File: src/rtl/core/eoc_pkg.sv
package eoc_pkg;

	localparam int PROB_BITS_DEF  = 16;
	localparam int COUNT_BITS_DEF = 32;
	localparam int WARMUP_BITS    = 16;
	localparam int CFG_IDX_BITS   = 3;

	typedef enum logic [CFG_IDX_BITS-1:0] {
		CFG_SIDE_UPPER   = 3'd0,
		CFG_WARMUP_CYC   = 3'd1,
		CFG_WARMUP_COUNT = 3'd2,
		CFG_REF_K        = 3'd3,
		CFG_THRESHOLD_H  = 3'd4
	} cfg_idx_t;

	typedef struct packed {
		logic                   side_upper;
		logic                   warmup_cyclical;
		logic [WARMUP_BITS-1:0] warmup_count;
	} mode_t;

	typedef struct packed {
		logic alarm;
		logic run_discarded;
		logic in_warmup;
	} flags_t;

endpackage

File: src/rtl/core/eocusum_steady_state_monitor_core.sv
// Risk-adjusted expected-minus-observed CUSUM monitor.
// Input channel (in_valid/in_ready): one beat per observation, carrying
// expected_prob (unsigned fraction) and outcome. Output channel
// (out_valid/out_ready): exactly one result beat per input beat, in order,
// with the statistic, run length and alarm/discard/warm-up flags.
// Config channel (cfg_valid/cfg_ready): cfg_ready is always high; write
// cfg_index/cfg_data only while no observation is in flight.
// Path: each input beat is held in the input register, then passes the
// combinational CUSUM update into the result register.
// Throughput: one observation per cycle while out_ready is high; the
// statistic and run counter close their loop via add, clamp and compare.
// Reset: statistic, run counter and restart flag clear; registers return
// to lower side, conditional warm-up, no warm-up, k = 0, h = 2.0.
// Stall: while out_valid is held by a low out_ready, one more beat can be
// taken into the input register; then in_ready drops until the result
// is taken. No beats are lost or repeated.
module eocusum_steady_state_monitor_core #(
	parameter int PROB_BITS  = eoc_pkg::PROB_BITS_DEF,
	parameter int COUNT_BITS = eoc_pkg::COUNT_BITS_DEF,
	parameter int CFG_BITS   = ((PROB_BITS + 4) > eoc_pkg::WARMUP_BITS) ?
	                           (PROB_BITS + 4) : eoc_pkg::WARMUP_BITS
) (
	input  logic                             clk,
	input  logic                             arst_n,
	input  logic                             in_valid,
	output logic                             in_ready,
	input  logic [PROB_BITS-1:0]             expected_prob,
	input  logic                             outcome,
	output logic                             out_valid,
	input  logic                             out_ready,
	output logic signed [PROB_BITS+5:0]      statistic,
	output logic [COUNT_BITS-1:0]            run_length,
	output logic                             alarm,
	output logic                             run_discarded,
	output logic                             in_warmup,
	input  logic                             cfg_valid,
	output logic                             cfg_ready,
	input  logic [eoc_pkg::CFG_IDX_BITS-1:0] cfg_index,
	input  logic [CFG_BITS-1:0]              cfg_data
);
	import eoc_pkg::*;

	mode_t                 mode;
	logic [PROB_BITS-1:0]  ref_k;
	logic [PROB_BITS+3:0]  thr_h;

	logic                  valid_s1;
	logic [PROB_BITS-1:0]  prob_s1;
	logic                  outcome_s1;
	logic                  advance;

	logic [PROB_BITS+5:0]  stat_d;
	logic [COUNT_BITS-1:0] rl_d;
	flags_t                flags_d;

	logic                  valid_s2;
	logic [PROB_BITS+5:0]  stat_s2;
	logic [COUNT_BITS-1:0] rl_s2;
	flags_t                flags_s2;

	assign cfg_ready = 1'b1;
	assign advance   = valid_s1 && (!valid_s2 || out_ready);
	assign in_ready  = !valid_s1 || advance;

	eoc_cfg_regs #(
		.PROB_BITS (PROB_BITS),
		.CFG_BITS  (CFG_BITS)
	) u_cfg (
		.clk       (clk),
		.arst_n    (arst_n),
		.cfg_valid (cfg_valid && cfg_ready),
		.cfg_index (cfg_index),
		.cfg_data  (cfg_data),
		.mode      (mode),
		.ref_k     (ref_k),
		.thr_h     (thr_h)
	);

	eoc_stat_unit #(
		.PROB_BITS  (PROB_BITS),
		.COUNT_BITS (COUNT_BITS)
	) u_stat (
		.clk        (clk),
		.arst_n     (arst_n),
		.advance    (advance),
		.prob       (prob_s1),
		.outcome    (outcome_s1),
		.mode       (mode),
		.ref_k      (ref_k),
		.thr_h      (thr_h),
		.statistic  (stat_d),
		.run_length (rl_d),
		.flags      (flags_d)
	);

	always_ff @(posedge clk or negedge arst_n) begin
		if (!arst_n) begin
			valid_s1 <= 1'b0;
			valid_s2 <= 1'b0;
		end else begin
			if (in_ready) begin
				valid_s1 <= in_valid;
			end
			if (advance) begin
				valid_s2 <= 1'b1;
			end else if (out_ready) begin
				valid_s2 <= 1'b0;
			end
		end
	end

	always_ff @(posedge clk) begin
		if (in_valid && in_ready) begin
			prob_s1    <= expected_prob;
			outcome_s1 <= outcome;
		end
		if (advance) begin
			stat_s2  <= stat_d;
			rl_s2    <= rl_d;
			flags_s2 <= flags_d;
		end
	end

	assign out_valid     = valid_s2;
	assign statistic     = $signed(stat_s2);
	assign run_length    = rl_s2;
	assign alarm         = flags_s2.alarm;
	assign run_discarded = flags_s2.run_discarded;
	assign in_warmup     = flags_s2.in_warmup;

endmodule

File: src/rtl/core/eoc_cfg_regs.sv
module eoc_cfg_regs #(
	parameter int PROB_BITS = eoc_pkg::PROB_BITS_DEF,
	parameter int CFG_BITS  = 20
) (
	input  logic                              clk,
	input  logic                              arst_n,
	input  logic                              cfg_valid,
	input  logic [eoc_pkg::CFG_IDX_BITS-1:0]  cfg_index,
	input  logic [CFG_BITS-1:0]               cfg_data,
	output eoc_pkg::mode_t                    mode,
	output logic [PROB_BITS-1:0]              ref_k,
	output logic [PROB_BITS+3:0]              thr_h
);
	import eoc_pkg::*;

	localparam logic [PROB_BITS+3:0] H_RESET = (PROB_BITS+4)'(2 * (2 ** PROB_BITS));

	mode_t                mode_q;
	logic [PROB_BITS-1:0] ref_k_q;
	logic [PROB_BITS+3:0] thr_h_q;

	always_ff @(posedge clk or negedge arst_n) begin
		if (!arst_n) begin
			mode_q  <= '0;
			ref_k_q <= '0;
			thr_h_q <= H_RESET;
		end else if (cfg_valid) begin
			case (cfg_idx_t'(cfg_index))
				CFG_SIDE_UPPER:   mode_q.side_upper      <= cfg_data[0];
				CFG_WARMUP_CYC:   mode_q.warmup_cyclical <= cfg_data[0];
				CFG_WARMUP_COUNT: mode_q.warmup_count    <= cfg_data[WARMUP_BITS-1:0];
				CFG_REF_K:        ref_k_q                <= cfg_data[PROB_BITS-1:0];
				CFG_THRESHOLD_H:  thr_h_q                <= cfg_data[PROB_BITS+3:0];
				default: ;
			endcase
		end
	end

	assign mode  = mode_q;
	assign ref_k = ref_k_q;
	assign thr_h = thr_h_q;

endmodule

File: src/rtl/core/eoc_stat_unit.sv
module eoc_stat_unit #(
	parameter int PROB_BITS  = eoc_pkg::PROB_BITS_DEF,
	parameter int COUNT_BITS = eoc_pkg::COUNT_BITS_DEF
) (
	input  logic                     clk,
	input  logic                     arst_n,
	input  logic                     advance,
	input  logic [PROB_BITS-1:0]     prob,
	input  logic                     outcome,
	input  eoc_pkg::mode_t           mode,
	input  logic [PROB_BITS-1:0]     ref_k,
	input  logic [PROB_BITS+3:0]     thr_h,
	output logic [PROB_BITS+5:0]     statistic,
	output logic [COUNT_BITS-1:0]    run_length,
	output eoc_pkg::flags_t          flags
);
	import eoc_pkg::*;

	localparam int SW = PROB_BITS + 7;
	localparam logic signed [SW-1:0] ONE   = SW'(2 ** PROB_BITS);
	localparam logic signed [SW-1:0] LIMIT = SW'(17 * (2 ** PROB_BITS) - 1);
	localparam logic [COUNT_BITS-1:0] CNT_MAX = '1;

	logic signed [PROB_BITS+5:0] cusum_q;
	logic [COUNT_BITS-1:0]       obs_q;
	logic                        restart_q;

	logic signed [SW-1:0] base, z, kterm, sum, s, s_fin, h_ext;
	logic [COUNT_BITS-1:0] cnt_base, cnt, wc_ext;
	logic crossed, warm, restart_d;

	always_comb begin
		base     = restart_q ? '0 : SW'(cusum_q);
		cnt_base = restart_q ? '0 : obs_q;
		cnt      = (cnt_base == CNT_MAX) ? cnt_base : cnt_base + 1'b1;
		wc_ext   = COUNT_BITS'(mode.warmup_count);

		z     = $signed({{(SW-PROB_BITS){1'b0}}, prob}) - (outcome ? ONE : '0);
		kterm = $signed({{(SW-PROB_BITS){1'b0}}, ref_k});
		h_ext = $signed({{(SW-PROB_BITS-4){1'b0}}, thr_h});
		sum   = mode.side_upper ? base + z - kterm : base + z + kterm;

		if (mode.side_upper) begin
			s       = (sum < 0) ? '0 : ((sum > LIMIT) ? LIMIT : sum);
			crossed = s > h_ext;
		end else begin
			s       = (sum > 0) ? '0 : ((sum < -LIMIT) ? -LIMIT : sum);
			crossed = -s > h_ext;
		end

		warm      = cnt <= wc_ext;
		s_fin     = (crossed && warm && mode.warmup_cyclical) ? '0 : s;
		restart_d = crossed && (!warm || !mode.warmup_cyclical);

		statistic           = s_fin[PROB_BITS+5:0];
		run_length          = warm ? '0 : cnt - wc_ext;
		flags.alarm         = crossed && !warm;
		flags.run_discarded = crossed && warm && !mode.warmup_cyclical;
		flags.in_warmup     = warm;
	end

	always_ff @(posedge clk or negedge arst_n) begin
		if (!arst_n) begin
			cusum_q   <= '0;
			obs_q     <= '0;
			restart_q <= 1'b0;
		end else if (advance) begin
			cusum_q   <= s_fin[PROB_BITS+5:0];
			obs_q     <= cnt;
			restart_q <= restart_d;
		end
	end

endmodule
File: config.mk
export PLATFORM = sky130hd
export DESIGN_NAME = eocusum_steady_state_monitor_core
export DESIGN_NICKNAME = d
export VERILOG_FILES = /design/src/rtl/core/eoc_pkg.sv /design/src/rtl/core/eocusum_steady_state_monitor_core.sv /design/src/rtl/core/eoc_cfg_regs.sv /design/src/rtl/core/eoc_stat_unit.sv
export SDC_FILE = /design/constraint.sdc
export NUM_CORES = 1
export LEC_CHECK = 0
export BUFFER_PORTS_ARGS = -buffer_cell sky130_fd_sc_hd__buf_2
export CAP_MARGIN = 20
export CORE_ASPECT_RATIO = 1.1
export CORE_MARGIN = 2
export CORE_UTILIZATION = 55
export DETAILED_ROUTE_END_ITERATION = 10
export PLACE_DENSITY = 0.77
export SETUP_SLACK_MARGIN = 0.15
export SYNTH_ARGS = -nofsm -noshare
export SYNTH_HDL_FRONTEND = slang
export SYNTH_HIERARCHICAL = 1
export SYNTH_SLANG_ARGS = --single-unit
export TNS_END_PERCENT = 50
File: constraint.sdc
create_clock -name clk -period 11.9 [get_ports clk]
set_clock_uncertainty 0.2 [all_clocks]
set_input_delay 0.595 -clock clk [delete_from_list [all_inputs] [get_ports clk]]
set_output_delay 0.595 -clock clk [all_outputs]
set_load 0.02 [all_outputs]
# Yosys cells after proc, flatten, opt, wreduce, memory -nomap -nowiden
# Cells that the tools add are included.
[totals]
register_bits = 185
in_bits = 45
out_inout_bits = 60
elab_cells = 71
[op_classes]
add_sub_neg = 7
n_lt_le_gt_ge = 7
eq_ne = 5
n_mux = 14
reduce_logical = 21
[ops]
columns = ["operator", "count"]
rows = [
  ["2-to-1 mux 23 bit", 6],
  ["2-to-1 mux 32 bit", 2],
  ["> comparator 23 x 21 -> 1 bit", 2],
  ["2-to-1 mux 22 bit", 2],
  ["adder 32 x 1 -> 32 bit, second input constant", 1],
  ["equality test 32 bit, second input constant", 1],
  ["<= comparator 32 x 16 -> 1 bit", 1],
  ["subtractor 32 x 16 -> 32 bit", 1],
  ["adder 23 x 17 -> 23 bit", 1],
  ["adder 23 bit", 1],
  ["> comparator 23 x 1 -> 1 bit, second input constant", 1],
  ["> comparator 23 x 22 -> 1 bit, second input constant", 1],
  ["less-than comparator 23 x 1 -> 1 bit, second input constant", 1],
  ["less-than comparator 23 x 22 -> 1 bit, second input constant", 1],
  ["negator 23 bit", 1],
  ["subtractor 16 x 23 -> 23 bit", 1],
  ["subtractor 23 x 17 -> 23 bit", 1],
  ["2-to-1 mux 17 bit", 1],
  ["AND reduction 2 bit", 5],
  ["logical AND 1 bit", 7],
  ["equality test 3 x 2 -> 1 bit, second input constant", 2],
  ["zero test 1 bit", 4],
  ["equality test 3 x 1 -> 1 bit, second input constant", 1],
  ["equality test 3 bit, second input constant", 1],
  ["other kinds (4)", 8],
]

# Depth between registers and ports, before layout
[logic_depth]
depth_word = 14
ltp_mapped = 52
ltp_nobuf = 41

# Hierarchy
# Netlist, hierarchy kept.
[by_module_without_submodules]
columns = ["module", "instances", "cells_each", "area_each_um2", "seq_area_each_um2"]
rows = [
  ["eoc_stat_unit", 1, 1385, 10149.7, 1376.3],
  ["eocusum_steady_state_monitor_core", 1, 84, 2337.2, 2272.2],
  ["eoc_cfg_regs", 1, 118, 2062.0, 1352.5],
]

# Worst setup path after synthesis
# No wires, ideal clock.
[synth_path]
path_type = "register to register"
from = "reg u_stat.restart_q"
to = "reg stat_s2[0], in the netlist statistic[0] (data pin)"
setup_ns = 0.257
arrival_ns = 10.120
required_time_ns = 11.443
path_slack_ns = 1.324
path_stages_with_launch = 53
path_buffers = 13
synth_period_minus_slack_ns = 10.576
cell_sequence = "dfrtp_1 -> clkbuf_1 -> clkbuf_1 -> clkbuf_1 -> clkbuf_1 -> clkbuf_1 -> nand2b_1 -> inv_1 -> ha_1 -> a21o_1 -> a21oi_1 -> o21bai_1 -> a21o_1 -> a21oi_1 -> o311ai_0 -> o211a_1 -> a21o_1 -> a21oi_1 -> (+17 left out) -> buf_2 -> nand2_1 -> ha_1 -> clkbuf_1 -> o21ai_0 -> o21ai_0 -> o311ai_0 -> ha_1 -> nand4_1 -> nor2_1 -> nand2_1 -> a21oi_1 -> o21bai_1 -> a21o_1 -> and2_1 -> a211oi_1 -> buf_2 -> nor2_1"
[synth_between]
elab_chain_cells = 13
elab_cells_between_ends = 26
classes_between = "5 x add/sub; 7 x order compare; 1 x eq/ne; 11 x mux; 2 x reduce/logical"
[synth_lines]
columns = ["element", "line_no", "rtl"]
rows = [
  ["from (decl)", "eoc_stat_unit.sv:26", "logic restart_q;"],
  ["from (signal assigned)", "eoc_stat_unit.sv:70", "restart_q <= restart_d;"],
  ["2-to-1 mux 23 bit", "eoc_stat_unit.sv:33", "base = restart_q ? '0 : SW'(cusum_q);"],
  ["adder 23 bit", "eoc_stat_unit.sv:41", "sum = mode.side_upper ? base + z - kterm : base + z + kterm;"],
  ["adder 23 x 17 -> 23 bit / subtractor 23 x 17 -> 23 bit (equally long branches)", "eoc_stat_unit.sv:41", ""],
  ["2-to-1 mux 23 bit", "eoc_stat_unit.sv:41", ""],
  ["less-than comparator 23 x 22 -> 1 bit", "eoc_stat_unit.sv:47", "s = (sum > 0) ? '0 : ((sum < -LIMIT) ? -LIMIT : sum);"],
  ["2-to-1 mux 23 bit (2 in a row)", "eoc_stat_unit.sv:47", ""],
  ["negator 23 bit", "eoc_stat_unit.sv:48", "crossed = -s > h_ext;"],
  ["> comparator 23 x 21 -> 1 bit", "eoc_stat_unit.sv:48", ""],
  ["2-to-1 mux 1 bit", "eoc_stat_unit.sv:43", "if (mode.side_upper) begin"],
  ["logical AND 1 bit (2 in a row)", "eoc_stat_unit.sv:52", "s_fin = (crossed && warm && mode.warmup_cyclical) ? '0 : s;"],
  ["2-to-1 mux 22 bit *", "eoc_stat_unit.sv:52", ""],
  ["named net stat_d[0]", "eocusum_steady_state_monitor_core.sv:52", "logic [PROB_BITS+5:0] stat_d;"],
  ["to (signal assigned)", "eocusum_steady_state_monitor_core.sv:118", "stat_s2 <= stat_d;"],
  ["to (decl)", "eocusum_steady_state_monitor_core.sv:57", "logic [PROB_BITS+5:0] stat_s2;"],
]
# Mark *: on every way through the listed nets, which the timed path passes. The rest lies on a longest branch.
# A chain may end at the register's enable or synchronous reset.

# Worst setup path after layout
[layout_path]
from = "reg u_stat.restart_q"
to = "reg u_stat.cusum_q[18]"
[layout_between]
elab_chain_cells = 13
elab_cells_between_ends = 26
classes_between = "5 x add/sub; 7 x order compare; 1 x eq/ne; 11 x mux; 2 x reduce/logical"
[layout_lines]
columns = ["element", "line_no", "rtl"]
rows = [
  ["2-to-1 mux 23 bit", "eoc_stat_unit.sv:33", ""],
  ["adder 23 bit", "eoc_stat_unit.sv:41", ""],
  ["adder 23 x 17 -> 23 bit / subtractor 23 x 17 -> 23 bit (equally long branches)", "eoc_stat_unit.sv:41", ""],
  ["2-to-1 mux 23 bit", "eoc_stat_unit.sv:41", ""],
  ["less-than comparator 23 x 22 -> 1 bit", "eoc_stat_unit.sv:47", ""],
  ["2-to-1 mux 23 bit (2 in a row)", "eoc_stat_unit.sv:47", ""],
  ["negator 23 bit", "eoc_stat_unit.sv:48", ""],
  ["> comparator 23 x 21 -> 1 bit", "eoc_stat_unit.sv:48", ""],
  ["2-to-1 mux 1 bit", "eoc_stat_unit.sv:43", ""],
  ["logical AND 1 bit (2 in a row)", "eoc_stat_unit.sv:52", ""],
  ["2-to-1 mux 22 bit *", "eoc_stat_unit.sv:52", ""],
  ["to (signal assigned)", "eoc_stat_unit.sv:68", "cusum_q <= s_fin[PROB_BITS+5:0];"],
  ["to (decl)", "eoc_stat_unit.sv:24", "logic signed [PROB_BITS+5:0] cusum_q;"],
]
# Mark *: on every way between the ends. The rest lies on a longest branch, timed or not.

==> flow_metrics.env <==
export IMPL_status="finished, final reports clean"
export IMPL_seq_area_frac_synth_pct=34.4
export IMPL_drv_cap=0
export IMPL_fin_crit_sh_pct=86.4
export IMPL_yosys_area_share_simple_pct=20.6
export IMPL_syn_cell_area_sq_um=14500
export IMPL_nets=1804
export IMPL_critPathArrivalTime_ps=10360
export IMPL_cts_tree="done"
export IMPL_setup_viol=0
export IMPL_finalSetupTns_ps=0
export IMPL_synth_main_ff_cell="dfrtp_1"
export IMPL_yosys_warnings=6
export IMPL_die_h_um=175
export IMPL_start_util_pct=55.8
export IMPL_ys_async_sr_fraction_pct=60.0
export IMPL_io_pins=105
export IMPL_grt_max_degree=76
export IMPL_worst_r2r_endpoint="u_stat/cusum_q[18]"
export IMPL_coreArea_sq_um=26100
export IMPL_cp_required_ps=11990
export IMPL_rr_worst_depth=37
export IMPL_worst_path_largest_cell_delay_ps=600
export IMPL_cp_num_buf_inv=3
export IMPL_vias=12600
export IMPL_hold_class="primary input to register"
export IMPL_synth_fa_ha_area_share_pct=9.36
export IMPL_reg2reg_slack_ps=1620
export IMPL_synth_cells=1587
export IMPL_synth_top_family_by_area="simple AND/OR/NAND/NOR gates"
export IMPL_avgSynthCellArea_sq_um=9.17
export IMPL_layout_commonest_cell="nor2_1"
export IMPL_diodes=0
export IMPL_critPathMostFrequentCell="o21ai_0"
export IMPL_numClockSinks=185
export IMPL_worstSetupStartpoint="u_stat/restart_q"
export IMPL_cts_buffers_inserted=17
export IMPL_dpl_hpwl_um=30100
export IMPL_slew_viol_final=0
export IMPL_slew_headroom_pct=33.1
export IMPL_critPathMaxFanout=67
export IMPL_worstSetupPathType="register to register"
export IMPL_antenna_found_initial=1
export IMPL_finalWeightedCongestion=0.981
export IMPL_drt_iter0_drc=1161
export IMPL_drt_pass1_iterations=6
export IMPL_syn_nets=1739
export IMPL_cp_end_kind="register"
export IMPL_grt_pass1_wl_um=64000
export IMPL_cp_endpoint="u_stat/cusum_q[18]"
export IMPL_drc=0
export IMPL_ys_ff_latch=185
export IMPL_tightest_slew_ps=1000
export IMPL_crit_cells=37
export IMPL_core_rowCount=62
export IMPL_globalRouteOverflowTotal=0
export IMPL_timing_rr_start="u_stat/restart_q"
export IMPL_yosys_mux_area_fraction_pct=7.02
export IMPL_drive_gt1_share_pct=16.8
export IMPL_synth_xor_area_share_pct=5.60
export IMPL_clk_pin_slew_ps=90
export IMPL_grt_pass1_vias=11700
export IMPL_synth_compound_area_share_pct=18.8
export IMPL_root_buffer="clkbuf_16"
export IMPL_clk_path_buf_depth=2
export IMPL_vias_per_cell=6.25
export IMPL_post_drt_wl_per_cell_um=19.9
export IMPL_insertion_delay_ps=450
export IMPL_dieArea_sq_um=27800
export IMPL_htreeDepth=4
export IMPL_hold_violations=0
export IMPL_final_cell_mix="nor2_1, dfrtp_1, ha_1, nand2_1, buf_2"
export IMPL_wl_um=40000
export IMPL_crit_slowest_cell="a21oi_1"
export IMPL_clock_fmax_ghz=0.0973
export IMPL_die_w_um=159
export IMPL_io_buffers=103
export IMPL_area_growth_pct=9.31
export IMPL_synth_distinct_cells=95
export IMPL_start_kind="register"
export IMPL_post_route_min_period_ps=10280
export IMPL_track_usage_pct=28.9
export IMPL_path_delay_family="compound AO/OA/AOI/OAI gates"
export IMPL_drtAntennaViolNets=0
export IMPL_rsz0062_at_grt="no"
export IMPL_synth_edff_count=74
worst min path at each step:
stage / cells after the start / from / endpoint
global route: 1 / expected_prob[15] / prob_s1[15]
CTS: 1 / expected_prob[15] / prob_s1[15]
detailed placement: 1 / u_stat/cusum_q[21] / u_stat/cusum_q[21]
global placement: 1 / u_stat/cusum_q[21] / u_stat/cusum_q[21]
floorplan: 0 / arst_n / out_valid
finish: 1 / expected_prob[15] / prob_s1[15]
flip-flops by register name, indices dropped and copies added (netlist names):
signal / flops
out_valid: 1
u_stat/cusum_q: 22
prob_s1: 16
u_cfg/mode: 18
u_stat/restart_q: 1
in_warmup: 1
u_cfg/thr_h: 20
statistic: 22
run_length: 32
u_stat/obs_q: 32
run_discarded: 1
alarm: 1
u_cfg/ref_k: 16
outcome_s1: 1
valid_s1: 1
through the flow:
stage	setup WS (ps)	util, %	area (sq um)	hold WS (ps)	std cells
detailed placement	1890	58.7	15300	274	1982
global route	801	61.0	15900	101	2017
CTS	1810	60.9	15900	101	2014
finish	1620	61.0	15900	109	2017
global placement	2160	58.7	15300	270	1982
floorplan	1320	-	14500	99.4	1587
timing repair:
action                                 CTS  global route
endpoints found under the hold margin    0            32
resized for setup                        0             0
hold buffers                             0             1
setup buffers                            0             0
area by class of cell:
type	instances	area, sq um
sequential	185	5000
fill	2308	10200
tap	352	440
clock buffer	19	443
timing repair buffer	122	676
multi-input combinational	1257	8950
clock inverter	13	131
inverter	69	259
cell usage after synthesis, types with 13 or more instances:
cell | n | area [sq um]
o21a_1 | 14 | 105
inv_1 | 68 | 255
mux2_2 | 84 | 946
ha_1 | 104 | 1300
nand4_1 | 33 | 206
a22o_1 | 19 | 166
nand2_1 | 103 | 387
a211oi_1 | 17 | 128
a21oi_1 | 101 | 505
o211ai_1 | 13 | 97.6
a21o_1 | 39 | 293
xnor2_1 | 63 | 552
nand3_1 | 36 | 180
clkbuf_1 | 44 | 165
nand2b_1 | 22 | 138
edfxtp_1 | 74 | 2220
dfrtp_1 | 110 | 2750
and3_1 | 16 | 100
o21ai_0 | 67 | 335
nor3_1 | 35 | 175
nor2b_1 | 54 | 338
xor2_1 | 30 | 263
nor2_1 | 158 | 593
and4_1 | 17 | 149
buf_2 | 20 | 100
cell families (layout without fill, tap and decap cells):
logic type / after synthesis / in the layout
AND/OR/NAND/NOR: 563 / 563
AO/OA/AOI/OAI: 402 / 402
flip-flops: 185 / 185
buffers and inverters: 145 / 223
adder cells (fa/ha/maj): 107 / 107
XOR/XNOR: 93 / 93
multiplexers: 91 / 91
other: 1 / 1
metal layers:
metal	global-route usage, %	wire length (um)
met1	41.3	17800
met2	45.6	18100
met3	5.93	3540
met4	6.29	578
met5	0	51
Power is left out: the tool's default activity adds up to more than one toggle a clock period on the data nets, which glitch-free logic cannot reach.
